$ cat config.mk
export PLATFORM = sky130hd
export DESIGN_NAME = rgig_queue
export DESIGN_NICKNAME = d
export VERILOG_FILES = /design/src/sv/rgig_pkg.sv /design/src/sv/rgig_queue.sv
export SDC_FILE = /design/constraint.sdc
export NUM_CORES = 1
export LEC_CHECK = 0
export ABC_AREA = 1
export BUFFER_PORTS_ARGS = -buffer_cell sky130_fd_sc_hd__buf_2
export CORE_ASPECT_RATIO = 1.25
export CORE_MARGIN = 2
export CORE_UTILIZATION = 30
export CTS_BUF_LIST = sky130_fd_sc_hd__clkbuf_16
export DETAILED_ROUTE_END_ITERATION = 8
export HOLD_SLACK_MARGIN = 0.12
export SLEW_MARGIN = 20
export SYNTH_ARGS = -nofsm -noshare
export SYNTH_HDL_FRONTEND = slang
export SYNTH_SLANG_ARGS = --single-unit
$ cat constraint.sdc
create_clock -name aclk -period 4.2 [get_ports aclk]
set_clock_uncertainty 0.2 [all_clocks]
set_input_delay 0.63 -clock aclk [delete_from_list [all_inputs] [get_ports aclk]]
set_output_delay 0.63 -clock aclk [all_outputs]
set_load 0.02 [all_outputs]
$ cat src/sv/rgig_pkg.sv
// Types, constants and codes of the radial gradient index generator.
// No dependencies.
package rgig_pkg;

    localparam int SQRT_TABLE_BITS = 11;
    localparam int CACHE_BITS      = 8;
    localparam int ROM_DEPTH       = 1 << SQRT_TABLE_BITS;
    localparam int ROM_AW          = SQRT_TABLE_BITS;
    localparam int CLAMP_SHIFT     = 14 + 16 - SQRT_TABLE_BITS;
    localparam int FILL_SHIFT      = 16 - SQRT_TABLE_BITS;
    localparam int SQRT_STEPS      = 24;
    localparam int QUEUE_DEPTH     = 2;
    localparam logic [31:0] PIN_LIMIT = 32'h0000_7FFF;

    typedef enum logic [1:0] {
        TILE_CLAMP  = 2'd0,
        TILE_REPEAT = 2'd1,
        TILE_MIRROR = 2'd2,
        TILE_RSVD   = 2'd3
    } tile_mode_t;

    typedef enum logic [1:0] {
        CFG_TILE_MODE = 2'd0,
        CFG_STEP_X    = 2'd1,
        CFG_STEP_Y    = 2'd2,
        CFG_NONE      = 2'd3
    } cfg_index_t;

    typedef struct packed {
        logic               new_span;
        logic signed [31:0] start_x;
        logic signed [31:0] start_y;
        logic               dither_phase;
    } in_item_t;

    typedef struct packed {
        logic [7:0] color_index;
        logic       dither_row;
    } out_item_t;

    typedef struct packed {
        logic signed [31:0] pos_x;
        logic signed [31:0] pos_y;
        logic               dither;
        logic               clamp;
        logic               mirror;
    } q_entry_t;

    typedef enum logic [3:0] {
        BK_FILL,
        BK_IDLE,
        BK_MUL_X,
        BK_MUL_Y,
        BK_SUM,
        BK_ROM_RD,
        BK_ROM_WAIT,
        BK_SQRT,
        BK_DONE
    } back_state_t;

endpackage

$ cat src/sv/rgig_queue.sv
// Two-entry queue of positions between the front and back ends.
// Depends on rgig_pkg.
module rgig_queue (
    input  logic               aclk,
    input  logic               aresetn,
    input  logic               push,
    input  rgig_pkg::q_entry_t push_entry,
    input  logic               pop,
    output logic               q_valid,
    output logic               q_full,
    output rgig_pkg::q_entry_t head
);
    import rgig_pkg::*;

    localparam int PW = $clog2(QUEUE_DEPTH);

    q_entry_t        slot [QUEUE_DEPTH];
    logic [PW-1:0]   wr_ptr_reg, rd_ptr_reg;
    logic [PW:0]     count_reg;

    assign q_valid = (count_reg != '0);
    assign q_full  = (count_reg == (PW+1)'(QUEUE_DEPTH));
    assign head    = slot[rd_ptr_reg];

    always_ff @(posedge aclk) begin
        if (push) begin
            slot[wr_ptr_reg] <= push_entry;
        end
    end

    always_ff @(posedge aclk) begin
        if (!aresetn) begin
            wr_ptr_reg <= '0;
            rd_ptr_reg <= '0;
            count_reg  <= '0;
        end else begin
            if (push) begin
                wr_ptr_reg <= (wr_ptr_reg == PW'(QUEUE_DEPTH-1)) ? '0 : wr_ptr_reg + 1'b1;
            end
            if (pop) begin
                rd_ptr_reg <= (rd_ptr_reg == PW'(QUEUE_DEPTH-1)) ? '0 : rd_ptr_reg + 1'b1;
            end
            if (push && !pop) begin
                count_reg <= count_reg + 1'b1;
            end else if (pop && !push) begin
                count_reg <= count_reg - 1'b1;
            end
        end
    end

endmodule

* Yosys cells after proc, flatten, opt, wreduce, memory -nomap -nowiden *
Memory sizes are Yosys's and may differ from the RTL's. A register that Yosys moved wholly into a read port is not among the register bits.
Index checks and enable logic that the tools add are counted.

storage, ports and cells
  memories kept = 1
  bits in latches = 0
  register bits = 4
  bits in read-only memories = 0
  input port bits = 71
  bits in writable memories = 134
  logic and storage cells = 23

cells by class
  eq/ne operators = 1
  shift-type cells = 0
  reductions and logical operators = 6
  multiply operators = 0
  $lt $le $gt $ge = 0
  add/subtract/negate cells = 4
  div/mod/pow operators = 0
  bitwise gates (word level) = 0
  mux-type cells = 8

memory list
  name  words  bits a word  rd ports  clocked after memory_dff  write ports  RTL line          RTL
  slot  2      67           1         1                         1            rgig_queue.sv:17  q_entry_t slot [QUEUE_DEPTH];

operator list
  kind                                               count
  2-to-1 mux 1 bit                                   6
  2-to-1 mux 2 bit                                   2
  nonzero test 2 bit                                 2
  adder 1 bit (second input constant)                2
  adder 2 x 1 -> 2 bit (second input constant)       1
  equality test 2 bit (second input constant)        1
  logical AND 1 bit                                  2
  logical NOT 1 bit                                  2
  subtractor 2 x 1 -> 2 bit (second input constant)  1

* Depth between registers and ports, before layout *
Gate-level depths: netlist (run 1).

  depth after elaboration = 4
  mapped depth = 8

* Worst setup path before layout (run 1) *
No wires, ideal clock.

  path type = input-to-reg
  start = input push
  end = memory slot[0][0] (netlist name), enable pin
  setup time = 494 ps
  cell stages on the path = 2
  arrival = 3479 ps
  slack = 27 ps
  path through = inv_1 > nor2_1

between the ends
  word-level cells in the longest chain between the ends = 2

RTL lines
  item                                    RTL line          RTL
  from (decl)                             rgig_queue.sv:6   input logic push,
  2-to-1 mux 1 bit                        rgig_queue.sv:26  if (push) begin
  2-to-1 mux 1 bit (not written as such)  rgig_queue.sv:27  slot[wr_ptr_reg] <= push_entry;
  to (decl)                               rgig_queue.sv:17

Every way passes these cells.

==> run_results.csv, run 1 <==
group,metric,value,unit
min_path,hold_end,"slot[1][58]",
cells_and_area,antenna_cells,0,
placed_design,dp_slack,1.63,ns
min_path,hold_depth,1,
cells_and_area,largest_reg_flops,134,
worst_setup_path,crit_path_max_incr_delay,0.68,ns
synthesis,synth_area,5170,um2
clock_network,cts_num_sinks,139,
worst_setup_path,crit_path_end_kind,"output pin",
cells_and_area,nets,470,
timing,slew_viol_final,0,
floorplan,coreArea,16800,um2
global_routing,grt_pass1_wl,14400,um
placed_design,hpwl,6230,um
timing,fin_ws,1.40,ns
worst_setup_path,crit_chain,"buf_16, mux2_2, buf_2",
drt,wl_per_cell,15.0,um
worst_setup_path,reg2regPathDepth,3,
clock_network,cts-hold-fix-buffers,0,
worst_setup_path,worstPathArrival,1.97,ns
drt,routed_wl,9430,um
run_status,status,"finished, final reports clean",
min_path,hp-class,"in -> reg",
timing,tightest_slew,0.877,ns
clock_network,cts_buffer_depth,2,
synthesis,synth_fp_nets,315,
worst_setup_path,crit_type,"reg -> out",
synthesis,synthCells,243,
timing,fin_setup_tns,0,ns
drt,ant_nets,0,
worst_setup_path,crit_buf_inv,2,
power,p_sw,707,uW
min_path,min_from,"push_entry[58]",
cells_and_area,fin_cells,628,
power,power,3.18,mW
timing,rsz0062_at_grt,"false",
floorplan,initial_core_util,30.7,%
cells_and_area,drive_gt1_share,57.1,%
cells_and_area,flow.area_growth_from_synthesis,28.3,%
power,p_comb_share,10.6,%
floorplan,pin_count,140,
power,power.density,479,nW/um2
drt,drt-initial-drc-count,162,
timing,period_needed,2.80,ns
timing,max_freq,357,MHz
worst_setup_path,required,3.37,ns
clock_network,clock_latency,0.40,ns
synthesis,synth_cell_types,15,
power,internal_power,2.47,mW
placed_design,place_area,6140,um2
power,p_sw_share,22.2,%
job,drv_cap,0,
clock_network,cts-root-buf,"clkbuf_16",
drt,vias_per_cell,4.15,
timing,holdWs,0.214,ns
worst_setup_path,start_kind,"flop",
clock_network,ctsHtreeMaxLevel,4,
timing,setup_viol,0,
worst_setup_path,critPathMaxFanout,38,
synthesis,syn_area_per_cell,21.3,um2
power,ir_drop,293,uV
worst_setup_path,r2r_setup_slack,2.08,ns
clock_network,cts_tree,"done",
drt,drc,0,
global_routing,first_global_vias,2885,
clock_network,cts_resized,0,
power,clkPwrFrac,38.0,%
worst_setup_path,crit_family,"flip-flops",
synthesis,ys_ff_latch,139,
clock_network,clk_pin_slew,0.05,ns
cells_and_area,final_area,6640,um2
clock_network,cts_setup_buffers,0,
floorplan,die-area,18300,um2
timing,finalCritPeriodShare,66.7,%
timing,hold_violations,0,
timing,slew_headroom,41.4,%
drt,first_pass_iters,4,
floorplan,die_x,121,um
floorplan,rows,53,
floorplan,fp.dieH,151,um
drt,vias,2607,
power,seq_power_share,51.4,%
cells_and_area,final_core_util,39.4,%
worst_setup_path,rr_startpoint,"wr_ptr_reg",
power,p_leak,2.60,nW
synthesis,ys.warnings.count,0,
worst_setup_path,cpMaxStageDelayCell,"dfxtp_4",
clock_network,numCtsBuffers,17,
synthesis,ys_seq_area_share,79.7,%
placed_design,io_buffer_count,139,
global_routing,grt_max_degree,68,
global_routing,grt_usage,10.6,%
placed_design,dp_cells,598,
worst_setup_path,r2r_end,"slot[1][21]",
global_routing,antenna_found_initial,0,
global_routing,grt_overflow,0,
placed_design,place_congestion,0.653,
per-layer routing:
layer	vias up	global-route usage (%)	wire [um]
li1	1246	-	-
met1	1260	11.6	3790
met2	92	18.3	4920
met3	9	4.07	571
met4	0	5.06	149
met5	-	0	0
worst reg2reg max path, stage by stage, from the launching register on:
cell and delay, ns:
dfxtp_1 0.39, nand2_1 0.10, inv_2 0.65, buf_4 0.45
power groups by stage:
stage	clock (mW)	sequential, mW	combinational (mW)
final	1.21	1.63	0.338
after CTS	1.25	1.65	0.331
after detailed placement	0	1.68	0.330
after global placement	0	1.67	0.324
after global routing	1.31	1.64	0.367
after floorplan	0	1.65	0.226
kinds of logic after synthesis:
| logic type | share of synthesized area (%) |
|---|---|
| fa+ha+maj | 0.242 |
| mux | 16.8 |
| simple gates | 1.45 |
| compound gates | 0.193 |
| flops | 79.7 |
| buf+inv | 1.67 |
synthesized netlist by cell type:
master,instances,share of area [%]
edfxtp_1,134,78
mux2_2,37,8.1
mux2_4,30,8.7
nand2_1,9,0.65
inv_1,8,0.58
nor2_1,8,0.58
dfxtp_1,5,1.9
buf_2,3,0.29
buf_6,3,0.65
a21oi_1,1,0.097
buf_4,1,0.15
ha_1,1,0.24
nand3_1,1,0.097
nand4_1,1,0.12
o21ai_0,1,0.097
how the worst max path moves through the flow:
stage	from	endpoint	cells after the start
detailed placement	flop	head[56]	2
finish	flop	head[56]	3
global placement	flop	head[56]	2
floorplan	push	slot[0][0]	2
global route	flop	head[56]	3
CTS	flop	head[56]	2
layout make-up:
class | instances | area [um2]
timing repair buffer | 143 | 758
clock buffer | 17 | 425
sequential | 139 | 4130
fill | 1583 | 10200
clock inverter | 12 | 48.8
tap | 220 | 275
inverter | 8 | 30.0
multi-input combinational | 89 | 972
cells in the final DEF (no fill, tap or decap), types with 2 or more instances in the layout:
master,n
buf_4,2
dfxtp_1,4
clkinv_1,3
nand2_1,9
mux2_4,30
nor2_1,7
mux2_2,37
clkbuf_16,17
edfxtp_1,134
clkinv_2,3
inv_1,13
buf_2,139
No activity file was read; power rests on OpenSTA's default activity.
==> run 2, diff against run 1 <==
==> constraint.sdc (replaced) <==
create_clock -name aclk -period 2.6 [get_ports aclk]
set_clock_uncertainty 0.2 [all_clocks]
set_input_delay 0.39 -clock aclk [delete_from_list [all_inputs] [get_ports aclk]]
set_output_delay 0.39 -clock aclk [all_outputs]
set_load 0.02 [all_outputs]
==> run 2 against run 1 <==
Critical path depth stayed put. Via count is 12% higher. Global-route usage is 0.47 points higher. Utilization is 4.9 points higher.
==> run_results.csv, run 2 (synthesized netlist as in run 1, its figures left out) <==
group,metric,value,unit
worst_setup_path,required,2.01,ns
placed_design,io_buffer_count,139,
worst_setup_path,crit_path_end_kind,"output pin",
drt,vias_per_cell,4.15,
drt,first_pass_iters,4,
placed_design,hpwl,6230,um
min_path,hp-class,"in -> reg",
clock_network,cts_setup_buffers,0,
floorplan,die_x,121,um
timing,slew_viol_final,0,
drt,routed_wl,10000,um
clock_network,cts_tree,"done",
cells_and_area,final_common_cell,"buf_2",
floorplan,rows,53,
timing,max_freq,424,MHz
job,drv_cap,0,
worst_setup_path,rr_startpoint,"wr_ptr_reg",
floorplan,coreArea,16800,um2
timing,slew_headroom,62.2,%
global_routing,grt_usage,11.1,%
global_routing,antenna_found_initial,0,
global_routing,first_global_vias,3185,
cells_and_area,nets,543,
floorplan,initial_core_util,30.7,%
floorplan,die-area,18300,um2
floorplan,fp.dieH,151,um
timing,fin_setup_tns,0,ns
worst_setup_path,critPathMaxFanout,34,
cells_and_area,flow.area_growth_from_synthesis,44.2,%
power,p_leak,2.93,nW
power,ir_drop,315,uV
worst_setup_path,worstPathArrival,1.77,ns
timing,setup_viol,0,
clock_network,cts_num_sinks,139,
cells_and_area,antenna_cells,0,
worst_setup_path,start_kind,"flop",
power,power.density,754,nW/um2
clock_network,numCtsBuffers,17,
run_status,status,"finished, final reports clean",
drt,drc,0,
placed_design,dp_slack,0.626,ns
clock_network,clock_latency,0.41,ns
cells_and_area,largest_reg_flops,134,
timing,rsz0062_at_grt,"false",
clock_network,ctsHtreeMaxLevel,4,
timing,tightest_slew,0.567,ns
timing,fin_ws,0.241,ns
cells_and_area,drive_gt1_share,50.2,%
timing,hold_violations,0,
global_routing,grt_max_degree,49,
clock_network,cts-root-buf,"clkbuf_16",
timing,period_needed,2.36,ns
clock_network,clk_pin_slew,0.06,ns
drt,drt-initial-drc-count,132,
worst_setup_path,crit_type,"reg -> out",
drt,wl_per_cell,14.2,um
global_routing,grt_pass1_wl,15200,um
placed_design,place_congestion,0.682,
drt,ant_nets,0,
floorplan,pin_count,140,
clock_network,cts_resized,0,
clock_network,cts_buffer_depth,2,
global_routing,grt_overflow,0,
drt,vias,2921,
cells_and_area,layout_common_cells,"buf_2, edfxtp_1, dlygate4sd3_1",
cells_and_area,fillerInstances,1508,
timing,finalCritPeriodShare,90.7,%
min_path,min_from,"push",
run 2: changes by cell type in the layout (fill, tap and decap cells not counted):
cell,previous run,this run
buf_12,1,2
buf_16,1,0
buf_4,2,4
bufinv_16,0,3
clkinv_2,3,4
clkinvlp_4,0,3
dlygate4sd3_1,0,71
inv_1,13,8
inv_6,0,1
run 2: timing repair:
item | in CTS | in global routing
endpoints found under the setup margin | 0 | 0
hold buffers | 71 | 0
endpoints found under the hold margin | 139 | 0
run 2: final timing paths:
check | end | slack, ns | depth (start not counted)
max reg2reg | wr_ptr_reg | 0.62 | 5
min | count_reg[0] | 0.21 | 3
max | head[9] | 0.24 | 3
min reg2reg | flop | 0.30 | 2
run 2: critical path, cell delays in order (launching register included):
cell and delay (ns):
dfxtp_4 0.35, buf_4 0.42, mux2_2 0.40, buf_2 0.16
run 2: power by group:
| group | total, mW | leakage, nW | switching (mW) | internal (mW) |
|---|---|---|---|---|
| clock network | 2.36 | 0.283 | 0.874 | 1.49 |
| registers | 2.62 | 1.30 | 0.0298 | 2.59 |
| logic | 0.647 | 1.34 | 0.337 | 0.310 |
| total | 5.63 | 2.93 | 1.24 | 4.39 |
run 2: layer usage:
layer / global-route usage [%] / wire (um) / vias up
met5: 0 / 0 / -
met3: 3.69 / 545 / 12
met4: 5.29 / 143 / 0
met2: 19.9 / 5300 / 94
met1: 11.7 / 4020 / 1419
li1: - / - / 1396
run 2: through the flow:
step                util (%)  power (mW)  hold WS, ns  area [um2]  instances
CTS                     44.3        5.72        0.173        7460        704
detailed placement      36.6        3.24        0.288        6170        601
floorplan                  -        3.03        0.263        5180        243
finish                  44.3        5.63        0.209        7460        704
global placement        36.6        3.22        0.280        6170        601
global route            44.3        5.85        0.230        7460        704
run 2: area by class of cell:
type / instances / area (um2) / share of cell area (%)
well taps: 220 / 275 / 3.69
repair buffers: 216 / 1480 / 19.8
clock buffers: 17 / 425 / 5.70
inverters: 8 / 30.0 / 0.402
flip-flops and latches: 139 / 4130 / 55.3
multi-input cells: 89 / 972 / 13.0
clock inverters: 15 / 156 / 2.10
