==> config.mk <==
export PLATFORM = sky130hd
export DESIGN_NAME = rgig_front
export DESIGN_NICKNAME = d
export VERILOG_FILES = /design/src/sv/rgig_pkg.sv /design/src/sv/rgig_front.sv
export SDC_FILE = /design/constraint.sdc
export NUM_CORES = 1
export LEC_CHECK = 0
export BUFFER_PORTS_ARGS = -buffer_cell sky130_fd_sc_hd__buf_2
export CELL_PAD_IN_SITES_DETAIL_PLACEMENT = 0
export CELL_PAD_IN_SITES_GLOBAL_PLACEMENT = 1
export CORE_MARGIN = 2
export CORE_UTILIZATION = 38
export CTS_CLUSTER_SIZE = 25
export DETAILED_ROUTE_END_ITERATION = 7
export HOLD_SLACK_MARGIN = 0.1
export PLACE_DENSITY = 0.86
export SLEW_MARGIN = 15
export SYNTH_ARGS = -nofsm -noshare
export SYNTH_HDL_FRONTEND = slang
export SYNTH_SLANG_ARGS = --single-unit
==> constraint.sdc <==
create_clock -name aclk -period 4.2 [get_ports aclk]
set_input_delay 0.21 -clock aclk [delete_from_list [all_inputs] [get_ports aclk]]
set_output_delay 0.21 -clock aclk [all_outputs]
set_load 0.02 [all_outputs]
==> src/sv/rgig_pkg.sv <==
// Types, constants and codes of the radial gradient index generator.
// No dependencies.
package rgig_pkg;

    localparam int SQRT_TABLE_BITS = 11;
    localparam int CACHE_BITS      = 8;
    localparam int ROM_DEPTH       = 1 << SQRT_TABLE_BITS;
    localparam int ROM_AW          = SQRT_TABLE_BITS;
    localparam int CLAMP_SHIFT     = 14 + 16 - SQRT_TABLE_BITS;
    localparam int FILL_SHIFT      = 16 - SQRT_TABLE_BITS;
    localparam int SQRT_STEPS      = 24;
    localparam int QUEUE_DEPTH     = 2;
    localparam logic [31:0] PIN_LIMIT = 32'h0000_7FFF;

    typedef enum logic [1:0] {
        TILE_CLAMP  = 2'd0,
        TILE_REPEAT = 2'd1,
        TILE_MIRROR = 2'd2,
        TILE_RSVD   = 2'd3
    } tile_mode_t;

    typedef enum logic [1:0] {
        CFG_TILE_MODE = 2'd0,
        CFG_STEP_X    = 2'd1,
        CFG_STEP_Y    = 2'd2,
        CFG_NONE      = 2'd3
    } cfg_index_t;

    typedef struct packed {
        logic               new_span;
        logic signed [31:0] start_x;
        logic signed [31:0] start_y;
        logic               dither_phase;
    } in_item_t;

    typedef struct packed {
        logic [7:0] color_index;
        logic       dither_row;
    } out_item_t;

    typedef struct packed {
        logic signed [31:0] pos_x;
        logic signed [31:0] pos_y;
        logic               dither;
        logic               clamp;
        logic               mirror;
    } q_entry_t;

    typedef enum logic [3:0] {
        BK_FILL,
        BK_IDLE,
        BK_MUL_X,
        BK_MUL_Y,
        BK_SUM,
        BK_ROM_RD,
        BK_ROM_WAIT,
        BK_SQRT,
        BK_DONE
    } back_state_t;

endpackage

==> src/sv/rgig_front.sv <==
// Front end: configuration registers, position accumulator, queue push.
// Depends on rgig_pkg.
module rgig_front (
    input  logic              aclk,
    input  logic              aresetn,
    input  logic              s_valid,
    output logic              s_ready,
    input  rgig_pkg::in_item_t s_data,
    input  logic              cfg_valid,
    input  logic [1:0]        cfg_index,
    input  logic [31:0]       cfg_data,
    input  logic              q_full,
    input  logic              fill_done,
    output logic              push,
    output rgig_pkg::q_entry_t push_entry
);
    import rgig_pkg::*;

    tile_mode_t         tile_mode_reg;
    logic signed [31:0] step_x_reg, step_y_reg;
    logic signed [31:0] pos_x_reg, pos_y_reg, pos_x_next, pos_y_next;
    logic               dither_reg, dither_next;
    logic               clamp;
    logic signed [31:0] inc_x, inc_y;

    assign s_ready = fill_done && !q_full;
    assign push    = s_valid && s_ready;
    assign clamp   = (tile_mode_reg == TILE_CLAMP);

    always_comb begin
        inc_x = clamp ? (step_x_reg >>> 1) : step_x_reg;
        inc_y = clamp ? (step_y_reg >>> 1) : step_y_reg;
        if (s_data.new_span) begin
            pos_x_next  = clamp ? (s_data.start_x >>> 1) : s_data.start_x;
            pos_y_next  = clamp ? (s_data.start_y >>> 1) : s_data.start_y;
            dither_next = s_data.dither_phase;
        end else begin
            pos_x_next  = pos_x_reg + inc_x;
            pos_y_next  = pos_y_reg + inc_y;
            dither_next = !dither_reg;
        end
        push_entry.pos_x  = pos_x_next;
        push_entry.pos_y  = pos_y_next;
        push_entry.dither = dither_next;
        push_entry.clamp  = clamp;
        push_entry.mirror = (tile_mode_reg == TILE_MIRROR);
    end

    always_ff @(posedge aclk) begin
        if (!aresetn) begin
            tile_mode_reg <= TILE_CLAMP;
            step_x_reg    <= '0;
            step_y_reg    <= '0;
            pos_x_reg     <= '0;
            pos_y_reg     <= '0;
            dither_reg    <= 1'b0;
        end else begin
            if (cfg_valid) begin
                case (cfg_index_t'(cfg_index))
                    CFG_TILE_MODE: tile_mode_reg <= tile_mode_t'(cfg_data[1:0]);
                    CFG_STEP_X:    step_x_reg    <= cfg_data;
                    CFG_STEP_Y:    step_y_reg    <= cfg_data;
                    default:       ;
                endcase
            end
            if (push) begin
                pos_x_reg  <= pos_x_next;
                pos_y_reg  <= pos_y_next;
                dither_reg <= dither_next;
            end
        end
    end

endmodule

== After elaboration in Yosys (flattened, before gate mapping) ==
Index checks and enable logic that the tools add are counted.
W data, S select, Z words.
Operators by class
  reduce and logical (&&, ||, !) cells: 9
  $add $sub $neg: 2
  muxes and demuxes: 7
  eq/ne operators: 3
Operator list (count)
  $mux W31: 4
  $add A32 B32 Y32: 2
  $mux W32: 2
  $reduce_and A2 Y1: 3
  $eq A2 B2 Y1 const B: 2
  $logic_not A2 Y1: 2
  $eq A2 B1 Y1 const B: 1
  $logic_and A1 B1 Y1: 2
  $logic_not A1 Y1: 2
  $mux W1: 1
Storage, ports and cells
  bits of input ports: 106
  output and inout port bits: 69
  word-level logic and storage cells: 27
  register bits: 131

== Longest topological paths before layout ==
Gate-level depths: netlist (run 1).
  depth after elaboration: 4
  gate-level depth with buffers: 17
  depth with buffers taken out: 13

== Worst setup path after synthesis (run 1) ==
OpenSTA, ideal clock, no wires.
  kind: flip-flop to output port
  from: register tile_mode_reg[1]
  to: output push_entry[61] (netlist bit)
  buffers on the path: 4
  data required time: 3.990 ns
  cell stages (with the launch flop): 16
  setup slack: -0.128 ns
  arrival time: 4.118 ns
  path through: dfxtp_1 nor2_1 buf_2 buf_2 buf_1 buf_2 mux2_2 ha_1 nor2b_1 o31a_1 o311a_4 o41ai_4 o221a_4 o21ai_1 xnor2_1 mux2i_1
RTL lines
  start: declaration: line rgig_front.sv:19  | tile_mode_t tile_mode_reg;
  start signal: assignment: line rgig_front.sv:60  | CFG_TILE_MODE: tile_mode_reg <= tile_mode_t'(cfg_data[1:0]);
  end: declaration: line rgig_front.sv:15  | output rgig_pkg::q_entry_t push_entry

==> flow_summary.yaml, run 1 <==
run_status:
  status: "completed"
worst_setup_path:
  path_common_cell: "buf_12"
  path_buf_inv: 4
  r2r-end: "pos_x_reg[29]$_SDFFE_PN0P_"
  crit_chain: "nor2_4 -> buf_12 -> buf_12 -> mux2_2 -> ha_1 -> nand2_1 -> nor3_2 -> o311a_4 -> o41ai_4 -> buf_4 -> a21o_1 -> o31a_1 -> xor2_1 -> o21ai_1 -> buf_2"
  worstSetupEndpointType: "output port"
  crit_fanout: 24
  arrival_ns: 3.84
  rr_startpoint: "tile_mode_reg[0]$_SDFFE_PN0P_"
  rrSetupSlack_ns: 0.83
  worstSetupStartpointType: "register"
  slowest_delay_ns: 0.38
  cp_top_family: "compound AO/OA/AOI/OAI gates"
  reg2regPathDepth: 12
  timing_worst_setup_path_type: "reg2out"
  cp_slowest_cell: "ha_1"
  cp.required_ns: 3.99
pwr:
  p_sw_frac: 0.3091
  power.share.clock: 0.424
  sequentialPowerShare: 0.352
  power.leakage_nw: 5.533
  power.switching_mw: 1.167
  internal_power_mw: 2.609
  power_density_mw_per_mm2: 296.5
  ir_worst_vdd_uv: 283.6
  pwr-share-comb: 0.225
global_route:
  gr-total-overflow: 0
  antenna_found_initial: 2
  grt_max_degree: 63
  grt_pass1_vias: 9745
  grt_pass1_wl_microns: 52160
  grt_use_total: 0.2316
job:
  maxCapViolCount: 0
sta:
  drv_slew: 0
  setup_violations: 0
  fmax_ghz: 0.2470
  period_share: 0.9641
  fin_crit_ns: 4.049
  fin_skew_ns: 0.01146
  final-hold-violation-count: 0
  tns_ns: 0
  tightest_slew_ns: 0.8393
  relSlewSlack: 0.4405
die:
  die_width_microns: 169.1
  start_util: 0.3855
  rows: 60
  floorplan.die.height_microns: 169.1
  core-area_sq_mm: 0.02688
  top_level_ports: 175
  dieArea_sq_mm: 0.02860
detailed_routing:
  viasPerCell: 5.600
  post_drt_wl_per_cell_microns: 18.04
  drc_errors: 0
  vias: 10540
  ant_nets: 0
  first_pass_iters: 5
  drt_iter0_drc: 653
  wl_microns: 33960
place:
  hpwlAfterDp_microns: 24560
  placed_cells: 1809
  port_buffers: 174
  place_congestion: 0.9180
synth:
  ys_seq_area_frac: 0.2531
  avgSynthCellArea_sq_um: 7.601
  synth_fp_nets: 1539
  ys.flop_type: "dfxtp_1"
  syn_area_sq_mm: 0.01036
  synth_cell_types: 80
  yosys_warnings: 0
  synth_async_sr_flop_share: 0
  synth_seq_cells: 131
  synth_edf_count: 0
  synthCells: 1363
clock_tree:
  htree_num_levels: 4
  insertion_delay_ns: 0.44
  cts_buffers: 17
  clk_pin_slew_ns: 0.06
  cts_root_buffer: "clkbuf_16"
  max-clock-path-buffers: 2
  clkSinkCount: 131
  tritoncts: "built"
min_path:
  hp-start: "s_data[32]"
  min_path_cells: 3
  min_to: "pos_y_reg[31]$_SDFFE_PN0P_"
  hp-class: "in2reg"
final_layout:
  fin_nets: 1702
  num-fill-cells: 2709
  finalNonFillerCells: 1882
  drive_above_1_share: 0.2430
  area_delta_synth_final_pct: 22.91
cell families after synthesis:
family / synth area share
and+or+nand+nor: 0.2115
DFF: 0.2531
AOI/OAI and AO/OA: 0.2521
adders and majority gates: 0.08599
muxes: 0.1257
xor gates and xnor gates: 0.03031
buffers and inverters: 0.04130
cell usage after synthesis (18+ instances only):
cell type / count / area [sq um]
nand2_1: 244 / 915.9
a21oi_1: 165 / 825.8
dfxtp_1: 131 / 2623
nor2_1: 97 / 364.1
mux2_2: 80 / 900.9
ha_1: 68 / 850.8
clkbuf_1: 65 / 244.0
o21ai_0: 61 / 305.3
mux2i_1: 39 / 390.4
nand3_1: 30 / 150.1
o211ai_1: 30 / 225.2
nor3_1: 25 / 125.1
o21ai_1: 24 / 120.1
or3_1: 24 / 150.1
xnor2_1: 20 / 175.2
inv_1: 19 / 71.32
o21a_1: 18 / 135.1
tightest hold or removal path, delay by kind of cell:
kind	cells	cell delay, ns
buffers and inverters	1	0.10
AO/OA/AOI/OAI	2	0.20
final cells by class:
cell class	count	area (sq um)	area share
well taps	341	426.7	0.03351
repair buffers	231	1471	0.1156
clock buffers	19	452.9	0.03557
inverters	20	75.07	0.005896
clock inverters	13	173.9	0.01366
diodes	2	5.005	0.0003930
flip-flops and latches	131	2623	0.2060
multi-input cells	1125	7506	0.5895
power by group through the flow:
stage | clock [mW] | combinational (mW) | sequential, mW
global route | 1.68 | 0.925 | 1.33
CTS | 1.62 | 0.840 | 1.33
detailed placement | 0 | 0.793 | 1.35
finish | 1.60 | 0.848 | 1.33
global placement | 0 | 0.788 | 1.35
floorplan | 0 | 0.542 | 1.34
cells in the final DEF (no fill, tap or decap), drive strengths merged, types with 31 or more instances in the layout:
| master | netlist | final |
|---|---|---|
| buf | 21 | 197 |
| ha | 68 | 68 |
| dfxtp | 131 | 131 |
| nand2 | 244 | 244 |
| nor2 | 97 | 97 |
| mux2 | 81 | 81 |
| dlygate4sd3 | 0 | 32 |
| o21ai | 86 | 86 |
| a21oi | 165 | 165 |
| mux2i | 39 | 39 |
| nand3 | 31 | 31 |
| o211ai | 31 | 31 |
metrics by stage:
| step | total power [mW] | utilization | hold WS [ns] | instance area (sq um) | setup WS (ns) |
|---|---|---|---|---|---|
| 6_report | 3.775 | 0.4738 | 0.1188 | 12730 | 0.1508 |
| 4_1_cts | 3.788 | 0.4668 | 0.1145 | 12550 | 0.04695 |
| 3_3_place_gp | 2.140 | 0.4274 | 0.4439 | 11490 | 0.4152 |
| 2_1_floorplan | 1.882 | - | 0.3460 | 10370 | 0.05540 |
| 5_1_grt | 3.934 | 0.4737 | 0.1350 | 12730 | -0.01337 |
| 3_5_place_dp | 2.147 | 0.4274 | 0.4495 | 11490 | 0.3538 |
worst max-delay path by stage:
| stage | start | endpoint | slack [ns] | cells after the start |
|---|---|---|---|---|
| final | tile_mode_reg[0]$_SDFFE_PN0P_ | push_entry[63] | 0.15 | 15 |
| after floorplan | tile_mode_reg[1]$_SDFFE_PN0P_ | push_entry[61] | 0.06 | 17 |
| after CTS | tile_mode_reg[0]$_SDFFE_PN0P_ | push_entry[63] | 0.05 | 14 |
| after global routing | tile_mode_reg[0]$_SDFFE_PN0P_ | push_entry[29] | -0.01 | 14 |
| after detailed placement | tile_mode_reg[1]$_SDFFE_PN0P_ | push_entry[63] | 0.35 | 13 |
| after global placement | tile_mode_reg[1]$_SDFFE_PN0P_ | push_entry[61] | 0.42 | 13 |
routing by layer:
| metal | routed length (microns) | GRT usage | part of all wire | vias to the layer above |
|---|---|---|---|---|
| li1 | - | - | - | 5249 |
| met1 | 16140 | 0.3206 | 0.48 | 4944 |
| met2 | 15550 | 0.3763 | 0.46 | 305 |
| met3 | 1628 | 0.03460 | 0.048 | 42 |
| met4 | 638 | 0.06243 | 0.019 | 0 |
| met5 | 0 | 0 | 0 | - |
timing repair:
item | CTS | global route
setup endpoints to repair | 11 | 18
gates resized for setup | 1 | 31
hold buffers | 32 | 0
setup buffers | 4 | 1
pin swaps | 1 | 5
gates cloned | 2 | 0
endpoints found under the hold margin | 66 | 0
No activity file was read; power rests on OpenSTA's default activity.
==> run 2: changes to the inputs <==
- CELL_PAD_IN_SITES_DETAIL_PLACEMENT: 0 -> 2
- CELL_PAD_IN_SITES_GLOBAL_PLACEMENT: 1 -> 2
- CORE_UTILIZATION: 38 -> 30
==> run 2 against run 1 <==
The flow now finishes with violations (setup timing). Highest routed layer unchanged. Critical path depth unchanged. Global-route usage increased by 3.9 points. Clock skew decreased by 0.0013 ns.
==> flow_summary.yaml, run 2 (synthesis results as in run 1) <==
worst_setup_path:
  worstSetupStartpointType: "register"
  crit_chain: "nor2_4 -> buf_12 -> buf_12 -> mux2_2 -> ha_1 -> nand3_1 -> nand2_1 -> a41o_4 -> o41ai_4 -> buf_4 -> o221a_4 -> buf_6 -> xor2_2 -> o21ai_2 -> buf_6"
  timing_worst_setup_path_type: "reg2out"
  worstSetupEndpointType: "output port"
  crit_fanout: 13
  cp.required_ns: 3.99
  slowest_delay_ns: 0.41
  reg2regPathDepth: 16
  cp_slowest_cell: "ha_1"
  arrival_ns: 4.04
detailed_routing:
  post_drt_wl_per_cell_microns: 24.97
  first_pass_iters: 5
  drc_errors: 0
  wl_met3_microns: 1928
  viasPerCell: 5.754
  dr_wl_met2_microns: 25830
  m1WireLength_microns: 20760
  wl_microns: 50350
  top_layer: "met4"
  drt_iter0_drc: 563
  ant_nets: 0
  vias: 11600
global_route:
  grt_max_degree: 67
  grt_use_total: 0.2702
  grt_pass1_vias: 12780
  gr-total-overflow: 0
  antenna_found_initial: 2
  grt_pass1_wl_microns: 75000
sta:
  final-hold-violation-count: 0
  setup_violations: 3
  fin_crit_ns: 4.253
  drv_slew: 0
  fin_skew_ns: 0.01015
  rsz0062_at_grt: "true"
  timing.final.ws_setup_ns: -0.05349
  relSlewSlack: 0.4558
  tightest_slew_ns: 0.8163
  period_share: 1.013
  fmax_ghz: 0.2351
place:
  placed_cells: 1925
  hpwlAfterDp_microns: 32140
  pre_cts_ws_ns: 0.2323
  place_congestion: 0.8798
  placed_area_sq_mm: 0.01164
  port_buffers: 174
final_layout:
  area_delta_synth_final_pct: 30.47
  finalNonFillerCells: 2016
  fin_nets: 1723
  num-fill-cells: 3863
  most-common-layout-cells: "nand2_1, buf_2, a21oi_1, dfxtp_1, nor2_1"
  final_common_cell: "nand2_1"
  finalInstanceArea_sq_mm: 0.01352
  drive_above_1_share: 0.2942
min_path:
  min_path_cells: 3
  hp-class: "in2reg"
die:
  dieArea_sq_mm: 0.03604
  rows: 68
  floorplan.die.height_microns: 189.8
  top_level_ports: 175
  die_width_microns: 189.8
  start_util: 0.3021
  core-area_sq_mm: 0.03429
clock_tree:
  cts_root_buffer: "clkbuf_16"
  max-clock-path-buffers: 2
  clk_pin_slew_ns: 0.06
  tritoncts: "built"
  cts_buffers: 17
  clkSinkCount: 131
  htree_num_levels: 4
  insertion_delay_ns: 0.46
pwr:
  power_density_mw_per_mm2: 305.9
  power.leakage_nw: 5.687
  ir_worst_vdd_uv: 342.8
  p_total_mw: 4.134
run_status:
  status: "finished with violations"
  failed_checks: "setup timing"
job:
  maxCapViolCount: 0
run 2: critical path, delay by kind of cell, from the launching register on:
family / cells / cell delay (ns)
mux: 1 / 0.36
flops: 1 / 0.36
xor+xnor: 1 / 0.06
fa+ha+maj: 1 / 0.41
buf+inv: 5 / 0.79
simple gates: 3 / 0.41
compound gates: 4 / 1.18
run 2: worst paths after layout:
| kind | from | to | slack, ns |
|---|---|---|---|
| max reg2reg | tile_mode_reg[1]$_SDFFE_PN0P_ | pos_x_reg[22]$_SDFFE_PN0P_ | 0.38 |
| min reg2reg | step_y_reg[24]$_SDFFE_PN0P_ | step_y_reg[24]$_SDFFE_PN0P_ | 0.47 |
| max | tile_mode_reg[1]$_SDFFE_PN0P_ | push_entry[57] | -0.05 |
| min | s_data[32] | pos_y_reg[31]$_SDFFE_PN0P_ | 0.14 |
run 2: metal layers:
metal	track usage	vias to the layer above
met3	0.03929	111
met5	0	-
met2	0.4905	346
met1	0.3151	5877
li1	-	5266
met4	0.1157	0
run 2: layout make-up:
cell class                      instances  area (sq um)  share of cell area
Inverter                               20         75.07            0.005554
Multi-Input combinational cell       1125          7848              0.5806
Clock inverter                         13         230.2             0.01703
Timing Repair Buffer                  252          1712              0.1266
Tap cell                              455         569.3             0.04212
Clock buffer                           19         452.9             0.03351
Sequential cell                       131          2628              0.1944
Antenna cell                            1         2.502           0.0001851
run 2: power by group:
| part | internal (mW) | switching (mW) |
|---|---|---|
| logic | 0.381 | 0.594 |
| registers | 1.29 | 0.0433 |
| clock network | 1.14 | 0.682 |
| total | 2.82 | 1.32 |
run 2: metrics by stage:
| stage | hold slack [ns] | util | TNS (ns) |
|---|---|---|---|
| final | 0.1422 | 0.3942 | -0.09427 |
| after global routing | 0.1830 | 0.3941 | -0.8588 |
| after CTS | 0.1014 | 0.3789 | -0.02232 |
| after detailed placement | 0.4584 | 0.3396 | 0 |
| after global placement | 0.4435 | 0.3396 | 0 |
| after floorplan | 0.3460 | - | 0 |
run 2: what timing repair did:
action / CTS / global route
cloned: 3 / 1
pin swaps: 9 / 22
setup endpoints to repair: 28 / 35
gates resized for setup: 27 / 100
hold endpoints to repair: 64 / 0
hold buffers: 32 / 0
setup buffers: 12 / 10
